==> config.mk <==
export PLATFORM = sky130hd
export DESIGN_NAME = alt_to_ctrl_key_remapper_flat
export DESIGN_NICKNAME = d
export VERILOG_FILES = /design/src/rtl/core/akr_pkg.sv /design/src/rtl/core/akr_if.sv /design/src/rtl/core/alt_to_ctrl_key_remapper.sv /design/src/rtl/core/akr_decode.sv /design/src/rtl/core/akr_emit.sv /design/src/flat_wrapper.sv
export SDC_FILE = /design/constraint.sdc
export NUM_CORES = 1
export LEC_CHECK = 0
export BUFFER_PORTS_ARGS = -buffer_cell sky130_fd_sc_hd__clkbuf_2
export CAP_MARGIN = 30
export CORE_MARGIN = 4
export CORE_UTILIZATION = 55
export CTS_CLUSTER_DIAMETER = 40
export CTS_CLUSTER_SIZE = 25
export DETAILED_ROUTE_END_ITERATION = 12
export PLACE_DENSITY = 0.77
export SETUP_SLACK_MARGIN = 0.5
export SYNTH_ARGS = -nofsm -noshare
export SYNTH_HDL_FRONTEND = slang
export SYNTH_HIERARCHICAL = 1
export SYNTH_SLANG_ARGS = --single-unit
==> constraint.sdc <==
create_clock -name clk -period 7.03 [get_ports clk]
set_input_delay 2.109 -clock clk [delete_from_list [all_inputs] [get_ports clk]]
set_output_delay 2.109 -clock clk [all_outputs]
set_load 0.1 [all_outputs]
==> src/rtl/core/akr_pkg.sv <==
`timescale 1ns / 1ps
// ----------------------------------------------------------------------------
// akr_pkg
// Types, codes and the trigger key table shared by the key remapper files.
// ----------------------------------------------------------------------------
package akr_pkg;

    localparam int TYPE_W  = 5;
    localparam int CODE_W  = 10;
    localparam int VALUE_W = 32;

    localparam logic [TYPE_W-1:0] TYPE_SYNC = 5'd0;
    localparam logic [TYPE_W-1:0] TYPE_KEY  = 5'd1;

    localparam logic [1:0] MODE_IDLE    = 2'd0;
    localparam logic [1:0] MODE_PENDING = 2'd1;
    localparam logic [1:0] MODE_ALT     = 2'd2;
    localparam logic [1:0] MODE_CTRL    = 2'd3;

    localparam logic CFG_ALT_CODE  = 1'b0;
    localparam logic CFG_CTRL_CODE = 1'b1;

    localparam int NUM_TRIG = 12;
    localparam logic [CODE_W-1:0] TRIG_CODES [NUM_TRIG] = '{
        10'd30, 10'd46, 10'd13, 10'd18, 10'd20, 10'd22,
        10'd12, 10'd36, 10'd31, 10'd33, 10'd17, 10'd44
    };

    // Synthetic key events plus the optional passed-through event.
    typedef struct packed {
        logic [1:0]             syn_n;
        logic [1:0][CODE_W-1:0] syn_code;
        logic [1:0]             syn_val;
        logic                   pass;
        logic [TYPE_W-1:0]      event_type;
        logic [CODE_W-1:0]      event_code;
        logic signed [VALUE_W-1:0] event_value;
    } burst_t;

    function automatic logic is_trigger(input logic [CODE_W-1:0] code);
        logic hit;
        hit = 1'b0;
        for (int i = 0; i < NUM_TRIG; i++)
        begin
            if (TRIG_CODES[i] == code)
            begin
                hit = 1'b1;
            end
        end
        return hit;
    endfunction

endpackage

==> src/rtl/core/akr_if.sv <==
`timescale 1ns / 1ps
// ----------------------------------------------------------------------------
// akr_in_if / akr_out_if
// Valid/ready channels for incoming and emitted key events.
// ----------------------------------------------------------------------------
interface akr_in_if;
    logic               valid;
    logic               ready;
    logic [4:0]         event_type;
    logic [9:0]         event_code;
    logic signed [31:0] event_value;

    modport source (output valid, event_type, event_code, event_value, input ready);
    modport sink   (input valid, event_type, event_code, event_value, output ready);
endinterface

interface akr_out_if;
    logic               valid;
    logic               ready;
    logic [4:0]         out_type;
    logic [9:0]         out_code;
    logic signed [31:0] out_value;
    logic               last;

    modport source (output valid, out_type, out_code, out_value, last, input ready);
    modport sink   (input valid, out_type, out_code, out_value, last, output ready);
endinterface

==> src/rtl/core/alt_to_ctrl_key_remapper.sv <==
`timescale 1ns / 1ps
// ----------------------------------------------------------------------------
// alt_to_ctrl_key_remapper
// Remaps a held alt key to ctrl when a trigger key follows it.
// ----------------------------------------------------------------------------
// Latency: the first result of an event is shown the cycle after its transfer.
// Each event emits 2*k + p results (k synthetic keys, each a key event and a
// sync report, p = 1 if the event is passed on), at most 5, drained one at a
// time through the single output port from the burst register. The next event
// is taken in the cycle the last result of the current one is transferred.
// Reset: mode idle, alt code 56, ctrl code 29, output empty.
module alt_to_ctrl_key_remapper (
    input  logic       clk,
    input  logic       rst_n,
    input  logic       cfg_we,
    input  logic       cfg_index,
    input  logic [9:0] cfg_wdata,
    akr_in_if.sink     evt_in,
    akr_out_if.source  evt_out
);
    import akr_pkg::*;

    logic [CODE_W-1:0] alt_code_reg;
    logic [CODE_W-1:0] ctrl_code_reg;
    burst_t            burst;
    logic              burst_nonempty;
    logic              free;
    logic              accept;

    assign evt_in.ready = free;
    assign accept       = evt_in.valid && free;

    always_ff @(posedge clk or negedge rst_n)
    begin
        if (!rst_n)
        begin
            alt_code_reg  <= 10'd56;
            ctrl_code_reg <= 10'd29;
        end
        else if (cfg_we)
        begin
            case (cfg_index)
                CFG_ALT_CODE:  alt_code_reg  <= cfg_wdata;
                CFG_CTRL_CODE: ctrl_code_reg <= cfg_wdata;
                default:       alt_code_reg  <= alt_code_reg;
            endcase
        end
    end

    akr_decode u_decode (
        .clk            (clk),
        .rst_n          (rst_n),
        .accept         (accept),
        .event_type     (evt_in.event_type),
        .event_code     (evt_in.event_code),
        .event_value    (evt_in.event_value),
        .alt_code       (alt_code_reg),
        .ctrl_code      (ctrl_code_reg),
        .burst          (burst),
        .burst_nonempty (burst_nonempty)
    );

    akr_emit u_emit (
        .clk     (clk),
        .rst_n   (rst_n),
        .load    (accept && burst_nonempty),
        .burst   (burst),
        .free    (free),
        .evt_out (evt_out)
    );

endmodule

==> src/rtl/core/akr_decode.sv <==
`timescale 1ns / 1ps
// ----------------------------------------------------------------------------
// akr_decode
// Holds the alt remap mode and turns one input event into a burst of events.
// ----------------------------------------------------------------------------
module akr_decode (
    input  logic                         clk,
    input  logic                         rst_n,
    input  logic                         accept,
    input  logic [akr_pkg::TYPE_W-1:0]   event_type,
    input  logic [akr_pkg::CODE_W-1:0]   event_code,
    input  logic signed [akr_pkg::VALUE_W-1:0] event_value,
    input  logic [akr_pkg::CODE_W-1:0]   alt_code,
    input  logic [akr_pkg::CODE_W-1:0]   ctrl_code,
    output akr_pkg::burst_t              burst,
    output logic                         burst_nonempty
);
    import akr_pkg::*;

    logic [1:0] mode_reg;
    logic [1:0] mode_next;
    logic       is_alt;
    logic       press;
    logic       release_k;
    logic       trig;

    assign is_alt    = (event_code == alt_code);
    assign press     = is_alt && (event_value == 32'sd1 || event_value == 32'sd2);
    assign release_k = is_alt && (event_value == 32'sd0);
    assign trig      = is_trigger(event_code);

    always_comb
    begin
        mode_next         = mode_reg;
        burst             = '0;
        burst.pass        = 1'b1;
        burst.event_type  = event_type;
        burst.event_code  = event_code;
        burst.event_value = event_value;
        if (event_type == TYPE_KEY)
        begin
            case (mode_reg)
                MODE_IDLE:
                begin
                    if (press)
                    begin
                        mode_next  = MODE_PENDING;
                        burst.pass = 1'b0;
                    end
                end
                MODE_PENDING:
                begin
                    if (press)
                    begin
                        burst.pass = 1'b0;
                    end
                    else if (release_k)
                    begin
                        mode_next = MODE_IDLE;
                    end
                    else
                    begin
                        burst.syn_n       = 2'd1;
                        burst.syn_code[0] = trig ? ctrl_code : alt_code;
                        burst.syn_val[0]  = 1'b1;
                        mode_next         = trig ? MODE_CTRL : MODE_ALT;
                    end
                end
                MODE_ALT:
                begin
                    if (press)
                    begin
                        burst.pass = 1'b0;
                    end
                    else if (release_k)
                    begin
                        mode_next = MODE_IDLE;
                    end
                    else if (trig)
                    begin
                        // release alt, then press ctrl
                        burst.syn_n       = 2'd2;
                        burst.syn_code[0] = alt_code;
                        burst.syn_val[0]  = 1'b0;
                        burst.syn_code[1] = ctrl_code;
                        burst.syn_val[1]  = 1'b1;
                        mode_next         = MODE_CTRL;
                    end
                end
                default:
                begin
                    if (press)
                    begin
                        burst.pass = 1'b0;
                    end
                    else if (release_k)
                    begin
                        burst.syn_n       = 2'd1;
                        burst.syn_code[0] = ctrl_code;
                        burst.syn_val[0]  = 1'b0;
                        burst.pass        = 1'b0;
                        mode_next         = MODE_IDLE;
                    end
                    else if (!trig)
                    begin
                        // drop ctrl and fall back to a real alt press
                        burst.syn_n       = 2'd2;
                        burst.syn_code[0] = ctrl_code;
                        burst.syn_val[0]  = 1'b0;
                        burst.syn_code[1] = alt_code;
                        burst.syn_val[1]  = 1'b1;
                        mode_next         = MODE_PENDING;
                    end
                end
            endcase
        end
    end

    assign burst_nonempty = burst.pass || (burst.syn_n != 2'd0);

    always_ff @(posedge clk or negedge rst_n)
    begin
        if (!rst_n)
        begin
            mode_reg <= MODE_IDLE;
        end
        else if (accept)
        begin
            mode_reg <= mode_next;
        end
    end

endmodule

==> src/rtl/core/akr_emit.sv <==
`timescale 1ns / 1ps
// ----------------------------------------------------------------------------
// akr_emit
// Holds one burst and drains it as single events, one transfer per cycle while the output is ready.
// ----------------------------------------------------------------------------
module akr_emit (
    input  logic            clk,
    input  logic            rst_n,
    input  logic            load,
    input  akr_pkg::burst_t burst,
    output logic            free,
    akr_out_if.source       evt_out
);
    import akr_pkg::*;

    logic       busy_reg;
    logic       busy_next;
    burst_t     burst_reg;
    logic [2:0] idx_reg;
    logic [2:0] idx_next;
    logic [2:0] total;
    logic [2:0] syn_len;
    logic       is_last;
    logic       take;
    logic       slot;

    assign syn_len = {burst_reg.syn_n, 1'b0};
    assign total   = syn_len + {2'b00, burst_reg.pass};
    assign is_last = (idx_reg == total - 3'd1);
    assign take    = busy_reg && evt_out.ready;
    assign free    = !busy_reg || (take && is_last);
    assign slot    = idx_reg[1];

    always_comb
    begin
        evt_out.valid = busy_reg;
        evt_out.last  = is_last;
        if (idx_reg < syn_len)
        begin
            if (!idx_reg[0])
            begin
                evt_out.out_type  = TYPE_KEY;
                evt_out.out_code  = burst_reg.syn_code[slot];
                evt_out.out_value = $signed({31'b0, burst_reg.syn_val[slot]});
            end
            else
            begin
                evt_out.out_type  = TYPE_SYNC;
                evt_out.out_code  = '0;
                evt_out.out_value = '0;
            end
        end
        else
        begin
            evt_out.out_type  = burst_reg.event_type;
            evt_out.out_code  = burst_reg.event_code;
            evt_out.out_value = burst_reg.event_value;
        end
    end

    always_comb
    begin
        busy_next = busy_reg;
        idx_next  = idx_reg;
        if (free)
        begin
            busy_next = load;
            idx_next  = '0;
        end
        else if (take)
        begin
            idx_next = idx_reg + 3'd1;
        end
    end

    always_ff @(posedge clk or negedge rst_n)
    begin
        if (!rst_n)
        begin
            busy_reg <= 1'b0;
            idx_reg  <= '0;
        end
        else
        begin
            busy_reg <= busy_next;
            idx_reg  <= idx_next;
        end
    end

    always_ff @(posedge clk)
    begin
        if (free && load)
        begin
            burst_reg <= burst;
        end
    end

endmodule

==> src/flat_wrapper.sv <==
// flat-port wrapper written by rule: the top's interface ports become plain ports
module alt_to_ctrl_key_remapper_flat import akr_pkg::*;
  (clk, rst_n, cfg_we, cfg_index, cfg_wdata, evt_in_valid, evt_in_event_type, evt_in_event_code, evt_in_event_value, evt_in_ready, evt_out_valid, evt_out_out_type, evt_out_out_code, evt_out_out_value, evt_out_last, evt_out_ready);
  akr_in_if evt_in_i ();
  akr_out_if evt_out_i ();
  input  logic clk;
  input  logic rst_n;
  input  logic cfg_we;
  input  logic cfg_index;
  input  logic [9:0] cfg_wdata;
  input wire logic [$bits(evt_in_i.valid)-1:0] evt_in_valid;
  input wire logic [$bits(evt_in_i.event_type)-1:0] evt_in_event_type;
  input wire logic [$bits(evt_in_i.event_code)-1:0] evt_in_event_code;
  input wire logic [$bits(evt_in_i.event_value)-1:0] evt_in_event_value;
  output wire logic [$bits(evt_in_i.ready)-1:0] evt_in_ready;
  output wire logic [$bits(evt_out_i.valid)-1:0] evt_out_valid;
  output wire logic [$bits(evt_out_i.out_type)-1:0] evt_out_out_type;
  output wire logic [$bits(evt_out_i.out_code)-1:0] evt_out_out_code;
  output wire logic [$bits(evt_out_i.out_value)-1:0] evt_out_out_value;
  output wire logic [$bits(evt_out_i.last)-1:0] evt_out_last;
  input wire logic [$bits(evt_out_i.ready)-1:0] evt_out_ready;
  assign evt_in_i.valid = evt_in_valid;
  assign evt_in_i.event_type = evt_in_event_type;
  assign evt_in_i.event_code = evt_in_event_code;
  assign evt_in_i.event_value = evt_in_event_value;
  assign evt_in_ready = evt_in_i.ready;
  assign evt_out_valid = evt_out_i.valid;
  assign evt_out_out_type = evt_out_i.out_type;
  assign evt_out_out_code = evt_out_i.out_code;
  assign evt_out_out_value = evt_out_i.out_value;
  assign evt_out_last = evt_out_i.last;
  assign evt_out_i.ready = evt_out_ready;
  alt_to_ctrl_key_remapper u_core (.clk(clk), .rst_n(rst_n), .cfg_we(cfg_we), .cfg_index(cfg_index), .cfg_wdata(cfg_wdata), .evt_in(evt_in_i), .evt_out(evt_out_i));
endmodule
==> out/results.ini <==
[yosys]
yosysSeqAreaShare_pct=54.3
synth-edff-count=72
syn_area_sq_um=5200
yosysUniqueCellTypes=60
yosys_register_bits=98
synthArstFlopShare_pct=26.5
ys.flop_type=edfxtp_1
synthCells=426
syn-num-nets=492
syn_avg_cell_area_sq_um=12.2
yosys_warnings=6

[placement]
gp_congestion=0.866
pre_cts_slack_ns=1.81
numPortBuffers=112
hpwlAfterDp_um=7830

[routing]
ant_nets=0
route.detailed.drc=0
drt-initial-drc-count=228
drt-pass1-iter-count=5
wl_per_cell_um=16.6
via_count=3486
wirelength_um=10400
viasPerCell=5.58

[sta]
tightest_slew_ns=0.906
hold_viol=0
drv_slew=0
setup_ws_ns=1.82
max_slew_margin_pct=39.6
finalSetupTns_ns=0
finalCritPeriodShare_pct=74.1
setup_violations=0
rsz0062_at_grt=no
fin_skew_ns=0.00823
fmax_mhz=192
layout_min_cycle_time_ns=5.21

[run_status]
status=finished, final reports clean

[cells_and_area]
fin_util_pct=62.3
largest_reg_flops=72
area_growth_pct=10.7
multiInputGateArea_sq_um=1900
drive_gt1_share_pct=38.3
fillerInstances=721
insertedDiodeCount=0
final_nets=557
regArea_sq_um=2820

[floorplanning]
dieHeight_um=105
pin_count=113
floorplan.initialDensity_pct=56.3
rows=35
die_area_sq_um=11100
core_area_sq_um=9240
dieWidth_um=105

[clock_network]
cts-root-buf=clkbuf_8
clk_latency_ns=0.37
cts_resized=0
cts_buffers=9
clk_pin_slew_ns=0.09
clkSinkCount=98
clk_path_buf_depth=2
hold_buffers=0
cts_tree=built
postCtsSetupBuffers=0
htree_levels=3

[power_and_ir_drop]
peakVddDrop_mv=0.266
p_leak_nw=2.29
p_total_mw=2.52
power_density_nw_per_um2=437

[worst_setup_path]
rr_startpoint=u_core/u_emit/idx_reg[1]
worstPathRequired_ns=4.92
path_max_fanout=6
crit_arrival_ns=3.10
worstSetupEndpointType=output port
cp-startpoint=evt_out_ready
crit_type=input pin to output port
startpoint_type=input pin

[hold_path]
hold_path.class=flip-flop to flip-flop
hold_start=u_core/ctrl_code_reg[9]

[grt]
grt_pass1_wl_um=17000
antenna_found_initial=0
grt_overflow=0
grt_pass1_vias=3405
grt_max_degree=73
grt_usage_pct=19.4

[flow_run]
drv_cap=0

[metal layers]
metal | routed length, um | global-route usage (%)
met2 | 4950 | 31.6
met3 | 816 | 4.59
met4 | 175 | 7.40
met1 | 4420 | 25.2
met5 | 0 | 0
[logic make-up after synthesis]
group / share of synthesized area (%)
fa+ha+maj: 0.722
xor+xnor: 2.79
mux: 9.29
compound gates: 9.65
flops: 54.3
simple gates: 13.8
buf+inv: 9.46
[worst paths after layout]
check,end,slack [ns],cells past startpoint
worst min-delay path,u_core/ctrl_code_reg[9],0.55,1
worst max register to register,u_core/u_emit/burst_reg[59],3.98,6
worst max-delay path,evt_in_ready,1.82,4
max in group asynchronous,u_core/ctrl_code_reg[7],4.87,1
worst min register to register,u_core/ctrl_code_reg[9],0.55,1
min in group asynchronous,u_core/alt_code_reg[0],1.74,1
[cells in the mapped netlist (3+ instances only)]
library cell   n  area share, %
nand3_1       10           0.96
ha_1           3           0.72
nor2b_1       36            4.3
a22oi_1       11            1.6
a211oi_1      11            1.6
mux2_2        31            6.7
nand2_1       12           0.87
nor3_1         3           0.29
nor2_1        31            2.2
buf_2          6           0.58
a31oi_1       11            1.3
buf_4         49            7.1
edfxtp_1      72             42
o21ai_0        5           0.48
nand4_1        3           0.36
clkbuf_1       7           0.51
xor2_1         7            1.2
a21oi_1        6           0.58
mux2i_1       12            2.3
inv_1         12           0.87
dfrtp_1       19            9.1
xnor2_1        7            1.2
and3_1         3           0.36
dfstp_2        7            3.5
nor4_1        10            1.2
[final cells by class]
class | instances | share of cell area [%]
multi-input cells | 252 | 33.1
repair buffers | 118 | 10.8
well taps | 129 | 2.80
inverters | 12 | 0.783
flip-flops and latches | 98 | 49.0
clock inverters | 7 | 1.35
clock buffers | 9 | 2.15
[stage by stage]
stage,std cells,hold slack (ns),cell area [sq um]
finish,625,0.555,5750
global route,625,0.574,5750
CTS,625,0.551,5750
detailed placement,609,0.529,5550
global placement,605,0.523,5510
floorplan,426,0.503,5200
[worst max-delay path, cell delays in order]
cell	delay, ns
clkbuf_2	0.14
a41oi_1	0.35
inv_1	0.11
clkbuf_2	0.39
[power breakdown]
part           leakage (nW)  internal, mW  switching [mW]
registers             0.962         0.716          0.0739
logic                  1.23         0.273            1.08
clock network         0.100         0.168           0.205
total                  2.29          1.16            1.36
[layout by cell type (no fill, tap or decap), drive strengths merged, types with 2 or more instances in the layout]
cell	netlist	layout
nand2b	3	3
nor4	11	11
xnor2	7	7
and3	6	6
or2	2	2
and2	2	2
clkbuf	7	121
a2111oi	2	2
mux2i	13	13
nor2b	37	37
xor2	7	7
a211oi	11	11
nand3	10	10
mux2	31	31
a21oi	7	7
nand2	13	13
nor3b	2	2
a311o	2	2
a31o	2	2
clkinv	0	3
nor2	31	31
nand4	3	3
dfstp	7	7
buf	57	6
edfxtp	72	72
o21ai	6	6
ha	3	3
inv	12	14
dfrtp	19	19
nor3	3	3
a22oi	11	11
a31oi	11	11
(Power assumes the default switching activity.)
